[config.mk]
export PLATFORM = sky130hd
export DESIGN_NAME = line_rasterizer_unit
export DESIGN_NICKNAME = d
export VERILOG_FILES = /design/src/rtl/lrast_pkg.sv /design/src/rtl/lrast_front.sv /design/src/rtl/lrast_queue.sv /design/src/rtl/lrast_back.sv /design/src/rtl/line_rasterizer_unit.sv
export SDC_FILE = /design/constraint.sdc
export NUM_CORES = 1
export LEC_CHECK = 0
export BUFFER_PORTS_ARGS = -buffer_cell sky130_fd_sc_hd__buf_2
export CAP_MARGIN = 5
export CORE_ASPECT_RATIO = 0.75
export CORE_MARGIN = 3
export CORE_UTILIZATION = 50
export CTS_CLUSTER_DIAMETER = 150
export DETAILED_ROUTE_END_ITERATION = 10
export GPL_TIMING_DRIVEN = 0
export PLACE_DENSITY = 0.71
export SYNTH_ARGS = -nofsm -noshare
export SYNTH_HDL_FRONTEND = slang
export SYNTH_SLANG_ARGS = --single-unit
[constraint.sdc]
create_clock -name clk -period 5.9 [get_ports clk]
set_clock_uncertainty 0.1 [all_clocks]
set_input_delay 1.18 -clock clk [delete_from_list [all_inputs] [get_ports clk]]
set_output_delay 1.18 -clock clk [all_outputs]
set_load 0.01 [all_outputs]
[src/rtl/lrast_pkg.sv]
// Shared types and constants of the line rasterizer.
package lrast_pkg;

  localparam int COORD_BITS  = 6;
  localparam int WORD_BITS   = 32;
  localparam int ERR_BITS    = COORD_BITS + 3;
  localparam int MAX_PIXELS  = 64;
  localparam int CNT_BITS    = $clog2(MAX_PIXELS);
  localparam int QUEUE_DEPTH = 2;
  localparam int QPTR_BITS   = $clog2(QUEUE_DEPTH);

  typedef logic [COORD_BITS-1:0]      coord_t;
  typedef logic signed [ERR_BITS-1:0] err_t;

  typedef struct packed {
    coord_t                start_x;
    coord_t                start_y;
    coord_t                end_x;
    coord_t                end_y;
    logic [WORD_BITS-1:0]  pixel_value;
  } in_word_t;

  typedef struct packed {
    coord_t                pixel_x;
    coord_t                pixel_y;
    logic [WORD_BITS-1:0]  pixel_word;
    logic                  final_pixel;
  } out_word_t;

  typedef struct packed {
    logic x_neg;
    logic y_neg;
    logic y_major;
  } dir_t;

  typedef struct packed {
    coord_t                start_x;
    coord_t                start_y;
    coord_t                span_major;
    coord_t                span_minor;
    err_t                  err_init;
    dir_t                  dir;
    logic [WORD_BITS-1:0]  word;
  } job_t;

endpackage

[src/rtl/lrast_front.sv]
// Front end: classifies a line command into spans, directions and initial error.
module lrast_front (
  input  lrast_pkg::in_word_t in_data,
  output lrast_pkg::job_t     job
);

  lrast_pkg::coord_t ax;
  lrast_pkg::coord_t ay;
  logic              x_neg;
  logic              y_neg;
  logic              y_major;

  always_comb begin
    x_neg   = in_data.end_x < in_data.start_x;
    y_neg   = in_data.end_y < in_data.start_y;
    ax      = x_neg ? in_data.start_x - in_data.end_x : in_data.end_x - in_data.start_x;
    ay      = y_neg ? in_data.start_y - in_data.end_y : in_data.end_y - in_data.start_y;
    // Equal spans keep x as the major axis.
    y_major = ay > ax;

    job.start_x     = in_data.start_x;
    job.start_y     = in_data.start_y;
    job.span_major  = y_major ? ay : ax;
    job.span_minor  = y_major ? ax : ay;
    job.err_init    = lrast_pkg::err_t'({2'b00, job.span_minor, 1'b0})
                    - lrast_pkg::err_t'({3'b000, job.span_major});
    job.dir.x_neg   = x_neg;
    job.dir.y_neg   = y_neg;
    job.dir.y_major = y_major;
    job.word        = in_data.pixel_value;
  end

endmodule

[src/rtl/lrast_queue.sv]
// Short queue of classified line jobs between the front end and the stepper.
module lrast_queue (
  input  logic            clk,
  input  logic            rst_n,
  input  logic            wr_en,
  input  lrast_pkg::job_t wr_job,
  output logic            full,
  input  logic            rd_en,
  output lrast_pkg::job_t rd_job,
  output logic            empty
);

  lrast_pkg::job_t                   mem_r [lrast_pkg::QUEUE_DEPTH];
  logic [lrast_pkg::QPTR_BITS-1:0]   wr_ptr_r, wr_ptr_nxt;
  logic [lrast_pkg::QPTR_BITS-1:0]   rd_ptr_r, rd_ptr_nxt;
  logic [lrast_pkg::QPTR_BITS:0]     cnt_r, cnt_nxt;

  assign full   = cnt_r == (lrast_pkg::QPTR_BITS+1)'(lrast_pkg::QUEUE_DEPTH);
  assign empty  = cnt_r == '0;
  assign rd_job = mem_r[rd_ptr_r];

  always_comb begin
    wr_ptr_nxt = wr_ptr_r + lrast_pkg::QPTR_BITS'(wr_en);
    rd_ptr_nxt = rd_ptr_r + lrast_pkg::QPTR_BITS'(rd_en);
    cnt_nxt    = cnt_r + (lrast_pkg::QPTR_BITS+1)'(wr_en)
               - (lrast_pkg::QPTR_BITS+1)'(rd_en);
  end

  always_ff @(posedge clk) begin
    if (!rst_n) begin
      wr_ptr_r <= '0;
      rd_ptr_r <= '0;
      cnt_r    <= '0;
    end else begin
      wr_ptr_r <= wr_ptr_nxt;
      rd_ptr_r <= rd_ptr_nxt;
      cnt_r    <= cnt_nxt;
    end
  end

  always_ff @(posedge clk) begin
    if (wr_en) begin
      mem_r[wr_ptr_r] <= wr_job;
    end
  end

endmodule

[src/rtl/lrast_back.sv]
// Back end: walks a line into an output register, a pixel per cycle unless held.
module lrast_back (
  input  logic                  clk,
  input  logic                  rst_n,
  input  logic                  job_empty,
  input  lrast_pkg::job_t       job,
  output logic                  job_pop,
  output lrast_pkg::out_word_t  out_data,
  output logic                  empty,
  input  logic                  pop
);

  typedef enum logic [1:0] {
    ST_IDLE = 2'b01,
    ST_RUN  = 2'b10
  } state_t;

  state_t                          state_r, state_nxt;
  lrast_pkg::coord_t               cur_x_r, cur_x_nxt;
  lrast_pkg::coord_t               cur_y_r, cur_y_nxt;
  lrast_pkg::err_t                 err_r, err_nxt;
  lrast_pkg::coord_t               major_r, major_nxt;
  lrast_pkg::coord_t               minor_r, minor_nxt;
  lrast_pkg::coord_t               steps_r, steps_nxt;
  logic [lrast_pkg::CNT_BITS-1:0]  cnt_r, cnt_nxt;
  lrast_pkg::dir_t                 dir_r, dir_nxt;
  logic [lrast_pkg::WORD_BITS-1:0] word_r, word_nxt;
  lrast_pkg::out_word_t            out_r, out_nxt;
  logic                            out_vld_r, out_vld_nxt;

  logic              advance;
  logic              last;
  lrast_pkg::coord_t step_x;
  lrast_pkg::coord_t step_y;
  lrast_pkg::err_t   twice_major;
  lrast_pkg::err_t   twice_minor;

  assign empty    = !out_vld_r;
  assign out_data = out_r;
  // The output register can take a new word when it is free or being drained.
  assign advance  = !out_vld_r || pop;
  assign job_pop  = (state_r == ST_IDLE) && !job_empty;

  always_comb begin
    last        = (steps_r == '0)
               || (cnt_r == lrast_pkg::CNT_BITS'(lrast_pkg::MAX_PIXELS - 1));
    step_x      = dir_r.x_neg ? cur_x_r - 1'b1 : cur_x_r + 1'b1;
    step_y      = dir_r.y_neg ? cur_y_r - 1'b1 : cur_y_r + 1'b1;
    twice_major = lrast_pkg::err_t'({2'b00, major_r, 1'b0});
    twice_minor = lrast_pkg::err_t'({2'b00, minor_r, 1'b0});

    state_nxt   = state_r;
    cur_x_nxt   = cur_x_r;
    cur_y_nxt   = cur_y_r;
    err_nxt     = err_r;
    major_nxt   = major_r;
    minor_nxt   = minor_r;
    steps_nxt   = steps_r;
    cnt_nxt     = cnt_r;
    dir_nxt     = dir_r;
    word_nxt    = word_r;
    out_nxt     = out_r;
    out_vld_nxt = out_vld_r && !pop;

    case (state_r)
      ST_IDLE: begin
        if (!job_empty) begin
          cur_x_nxt = job.start_x;
          cur_y_nxt = job.start_y;
          err_nxt   = job.err_init;
          major_nxt = job.span_major;
          minor_nxt = job.span_minor;
          steps_nxt = job.span_major;
          cnt_nxt   = '0;
          dir_nxt   = job.dir;
          word_nxt  = job.word;
          state_nxt = ST_RUN;
        end
      end
      ST_RUN: begin
        if (advance) begin
          out_nxt.pixel_x     = cur_x_r;
          out_nxt.pixel_y     = cur_y_r;
          out_nxt.pixel_word  = word_r;
          out_nxt.final_pixel = last;
          out_vld_nxt         = 1'b1;
          if (last) begin
            state_nxt = ST_IDLE;
          end else begin
            // A strictly positive error moves the minor coordinate as well.
            if (err_r > 0) begin
              if (dir_r.y_major) begin
                cur_x_nxt = step_x;
              end else begin
                cur_y_nxt = step_y;
              end
              err_nxt = err_r - twice_major + twice_minor;
            end else begin
              err_nxt = err_r + twice_minor;
            end
            if (dir_r.y_major) begin
              cur_y_nxt = step_y;
            end else begin
              cur_x_nxt = step_x;
            end
            steps_nxt = steps_r - 1'b1;
            cnt_nxt   = cnt_r + 1'b1;
          end
        end
      end
      default: begin
        state_nxt = ST_IDLE;
      end
    endcase
  end

  always_ff @(posedge clk) begin
    if (!rst_n) begin
      state_r   <= ST_IDLE;
      out_vld_r <= 1'b0;
    end else begin
      state_r   <= state_nxt;
      out_vld_r <= out_vld_nxt;
    end
  end

  always_ff @(posedge clk) begin
    cur_x_r <= cur_x_nxt;
    cur_y_r <= cur_y_nxt;
    err_r   <= err_nxt;
    major_r <= major_nxt;
    minor_r <= minor_nxt;
    steps_r <= steps_nxt;
    cnt_r   <= cnt_nxt;
    dir_r   <= dir_nxt;
    word_r  <= word_nxt;
    out_r   <= out_nxt;
  end

endmodule

[src/rtl/line_rasterizer_unit.sv]
// Top level of the Bresenham line rasterizer.
// Each command word (start point, end point, pixel word) is turned into the pixels of the
// line from start to end inclusive, one output word per pixel in drawing order, with
// final_pixel set on the last one; a zero-length line gives a single pixel. The front end
// classifies a command in the cycle it is pushed and parks it in a two-entry queue; the
// stepper loads a queued line and then emits one pixel per cycle while pop keeps up, a
// rate set by the stepper's error-term loop. A line has up to 64 pixels at 6-bit
// coordinates. Commands may be pushed while an earlier line is still being drawn, until
// the queue is full.
module line_rasterizer_unit (
  input  logic                 clk,
  input  logic                 rst_n,
  input  logic                 push,
  output logic                 full,
  input  lrast_pkg::in_word_t  in_data,
  output logic                 empty,
  input  logic                 pop,
  output lrast_pkg::out_word_t out_data
);

  lrast_pkg::job_t front_job;
  lrast_pkg::job_t queue_job;
  logic            queue_empty;
  logic            queue_pop;

  lrast_front u_front (
    .in_data (in_data),
    .job     (front_job)
  );

  lrast_queue u_queue (
    .clk    (clk),
    .rst_n  (rst_n),
    .wr_en  (push && !full),
    .wr_job (front_job),
    .full   (full),
    .rd_en  (queue_pop),
    .rd_job (queue_job),
    .empty  (queue_empty)
  );

  lrast_back u_back (
    .clk       (clk),
    .rst_n     (rst_n),
    .job_empty (queue_empty),
    .job       (queue_job),
    .job_pop   (queue_pop),
    .out_data  (out_data),
    .empty     (empty),
    .pop       (pop)
  );

endmodule

==> flow_metrics.tcl <==
set metrics [dict create \
    timing.fmax_ghz 0.174 \
    met3WireLength_mm 1.34 \
    min_delay_path_depth 0 \
    clock_latency_ns 0.52 \
    drv_cap 0 \
    async_reset_ff_frac 0 \
    ys_seq_area_frac 0.629 \
    setup_viol 0 \
    wirelength_mm 24.6 \
    ys_ff_latch 265 \
    die_x_um 189 \
    arrival_ns 6.02 \
    r2r_cells 14 \
    core_area_sq_mm 0.0243 \
    grt_pass1_vias 7628 \
    wl_met1_mm 11.4 \
    ctsHoldBuffers 0 \
    grt_max_degree 61 \
    critPathCaptureType "flop" \
    relSlewSlack 0.412 \
    drive_above_1_share 0.277 \
    die-area_sq_mm 0.0270 \
    grt_overflow 0 \
    area_growth_pct 19.2 \
    drt_iter0_markers 584 \
    r2r_slack_ns 2.63 \
    nets 1203 \
    numCtsBuffers 26 \
    routedWlPerCell_um 17.3 \
    power.total_uw 7960 \
    required_ns 6.18 \
    crit_fanout 8 \
    peakVddDrop_v 0.000309 \
    antenna_found_initial 0 \
    drc_errors 0 \
    leakage_uw 0.00569 \
    syn-num-nets 1034 \
    initial_core_util 0.516 \
    p_per_area_mw_per_mm2 533 \
    grt_pass1_wl_mm 38.7 \
    vias 7558 \
    min_path_type "flop to flop" \
    synth-edff-count 257 \
    period_share 0.973 \
    synthCells 901 \
    min_period_ns 5.74 \
    fin_hold_ws_ns 0.312 \
    worstSetupPathType "primary input to flop" \
    dpl.hpwl_mm 17.0 \
    tightestPinTransition_ns 0.880 \
    antenna_cells 0 \
    htree_levels 1 \
    ys.flop_type "edfxtp_1" \
    status "completed" \
    synthesis.area_sq_mm 0.0125 \
    cts_tree "done" \
    critical-path-slowest-cell "a311o_1" \
    ios 107 \
    place_area_sq_mm 0.0137 \
    place.gp.congestion 0.886 \
    cp-start-kind "primary input" \
    route.top_layer_used "met4" \
    root_buffer "clkbuf_16" \
    max_stage_delay_ns 0.39 \
    final_hold_viol_count 0 \
    clock_sinks 265 \
    die_h_um 143 \
    fin_area_sq_mm 0.0149 \
    first_pass_iters 5 \
    clk_pin_slew_ns 0.06 \
    synth.avg_cell_area_sq_um 13.9 \
    yosys_warnings 0 \
    wl_met2_mm 11.3 \
    rows 49 \
    routed_via_density 5.32 \
    ys_types 80 \
    io_buffers 106 \
    drv_slew 0 \
    grt_usage 0.179 \
    utilization 0.615 \
    clockBufferDepth 3 \
    ant_nets 0 \
]
-- sequential cells by signal (all words and copies together), names as in the netlist, named ones only --
| name | cells |
|---|---|
| u_queue.mem_r | 132 |
| u_back.out_data | 45 |
| u_back.word_r | 32 |
| u_back.err_r | 9 |
| u_back.cnt_r | 6 |
| u_back.cur_x_r | 6 |
| u_back.cur_y_r | 6 |
| u_back.major_r | 6 |
| u_back.minor_r | 6 |
| u_back.steps_r | 6 |
| u_back.dir_r | 3 |
| u_back.state_r | 2 |
| u_queue.cnt_r | 2 |
| u_back.out_vld_r | 1 |
| u_queue.rd_ptr_r | 1 |
| u_queue.wr_ptr_r | 1 |
-- path summary, 6_finish.rpt --
check	start	endpoint
max	in_data[44]	u_queue.mem_r[1][41]
min reg2reg	u_back.word_r[13]	u_back.out_data[14]
min	u_back.word_r[13]	u_back.out_data[14]
max reg2reg	u_back.minor_r[1]	u_back.err_r[8]
-- stage by stage --
| stage | TNS [ns] | worst slack, ns | instances |
|---|---|---|---|
| 6_report | 0 | 0.159 | 1421 |
| 5_1_grt | -0.212 | -0.106 | 1421 |
| 4_1_cts | 0 | 0.0132 | 1401 |
| 3_5_place_dp | -5.94 | -0.934 | 1344 |
| 3_3_place_gp | -5.30 | -0.842 | 1338 |
| 2_1_floorplan | -0.140 | -0.0699 | 901 |
-- layout make-up --
type,instances,area [sq um]
fillers,1865,9350
flip-flops and latches,265,7880
multi-input cells,509,4420
repair buffers,142,912
clock buffers,32,694
well taps,331,414
inverters,101,397
plain buffers,25,138
clock inverters,16,71.3
-- synth_stat cells, drive strengths merged (5+ instances only) --
cell / number / area, sq um
a211oi: 10 / 75.1
a21o: 13 / 97.6
a21oi: 46 / 238
and2: 10 / 65.1
and3: 7 / 45.1
buf: 5 / 37.5
clkbuf: 21 / 78.8
dfxtp: 8 / 160
edfxtp: 257 / 7720
fa: 14 / 280
ha: 59 / 738
inv: 101 / 379
mux2: 49 / 552
mux2i: 14 / 140
nand2: 37 / 141
nand2b: 6 / 37.5
nand3: 16 / 85.1
nand4: 6 / 37.5
nor2: 28 / 108
nor2b: 17 / 106
nor3: 13 / 65.1
o211ai: 9 / 81.3
o21a: 8 / 60.1
o21ai: 33 / 165
o21bai: 7 / 52.6
or3: 5 / 31.3
xnor2: 36 / 323
xor2: 9 / 93.8
-- critical path: cells and delay by family --
family | cells | cell delay, ns
AO/OA/AOI/OAI | 12 | 2.93
adder cells (fa/ha/maj) | 4 | 0.94
buffers and inverters | 6 | 0.66
XOR/XNOR | 2 | 0.24
AND/OR/NAND/NOR | 1 | 0.07
-- logic make-up (layout without fill, tap and decap cells) --
group / Yosys count / count (layout) / synth area share
mux: 63 / 63 / 0.0552
flops: 265 / 265 / 0.629
simple gates: 159 / 159 / 0.0657
compound gates: 169 / 169 / 0.0960
xor+xnor: 45 / 45 / 0.0333
buf+inv: 127 / 316 / 0.0396
fa+ha+maj: 73 / 73 / 0.0813
-- timing repair --
item,CTS,global route
pin swaps,7,27
resized for setup,5,43
buffers inserted,9,20
endpoints found under the setup margin,6,6
cloned,0,1
-- placed cells by master (no fill, tap or decap), drive strengths merged, types with 9 or more instances in the layout --
| master | n |
|---|---|
| ha | 59 |
| and2 | 10 |
| nor3 | 13 |
| edfxtp | 257 |
| xor2 | 9 |
| mux2 | 49 |
| nor2 | 28 |
| mux2i | 14 |
| nor2b | 17 |
| o211ai | 9 |
| a21o | 13 |
| a21oi | 46 |
| xnor2 | 36 |
| nand2 | 37 |
| nand3 | 16 |
| o21ai | 33 |
| a211oi | 10 |
| buf | 145 |
| clkbuf | 53 |
| inv | 101 |
| clkinv | 15 |
| fa | 14 |
-- metal layers --
layer  vias to the layer above  GRT usage
li1                       3649          -
met1                      3668      0.257
met5                         -          0
met4                         0     0.0419
met3                        40     0.0317
met2                       201      0.288
-- report_power, final --
group          switching (uW)  internal [uW]  total (uW)
Sequential                224           2910        3130
Clock                     656            831        1490
Combinational            1870           1480        3340
Total                    2750           5220        7960
Power figures use the tool's default switching activity.
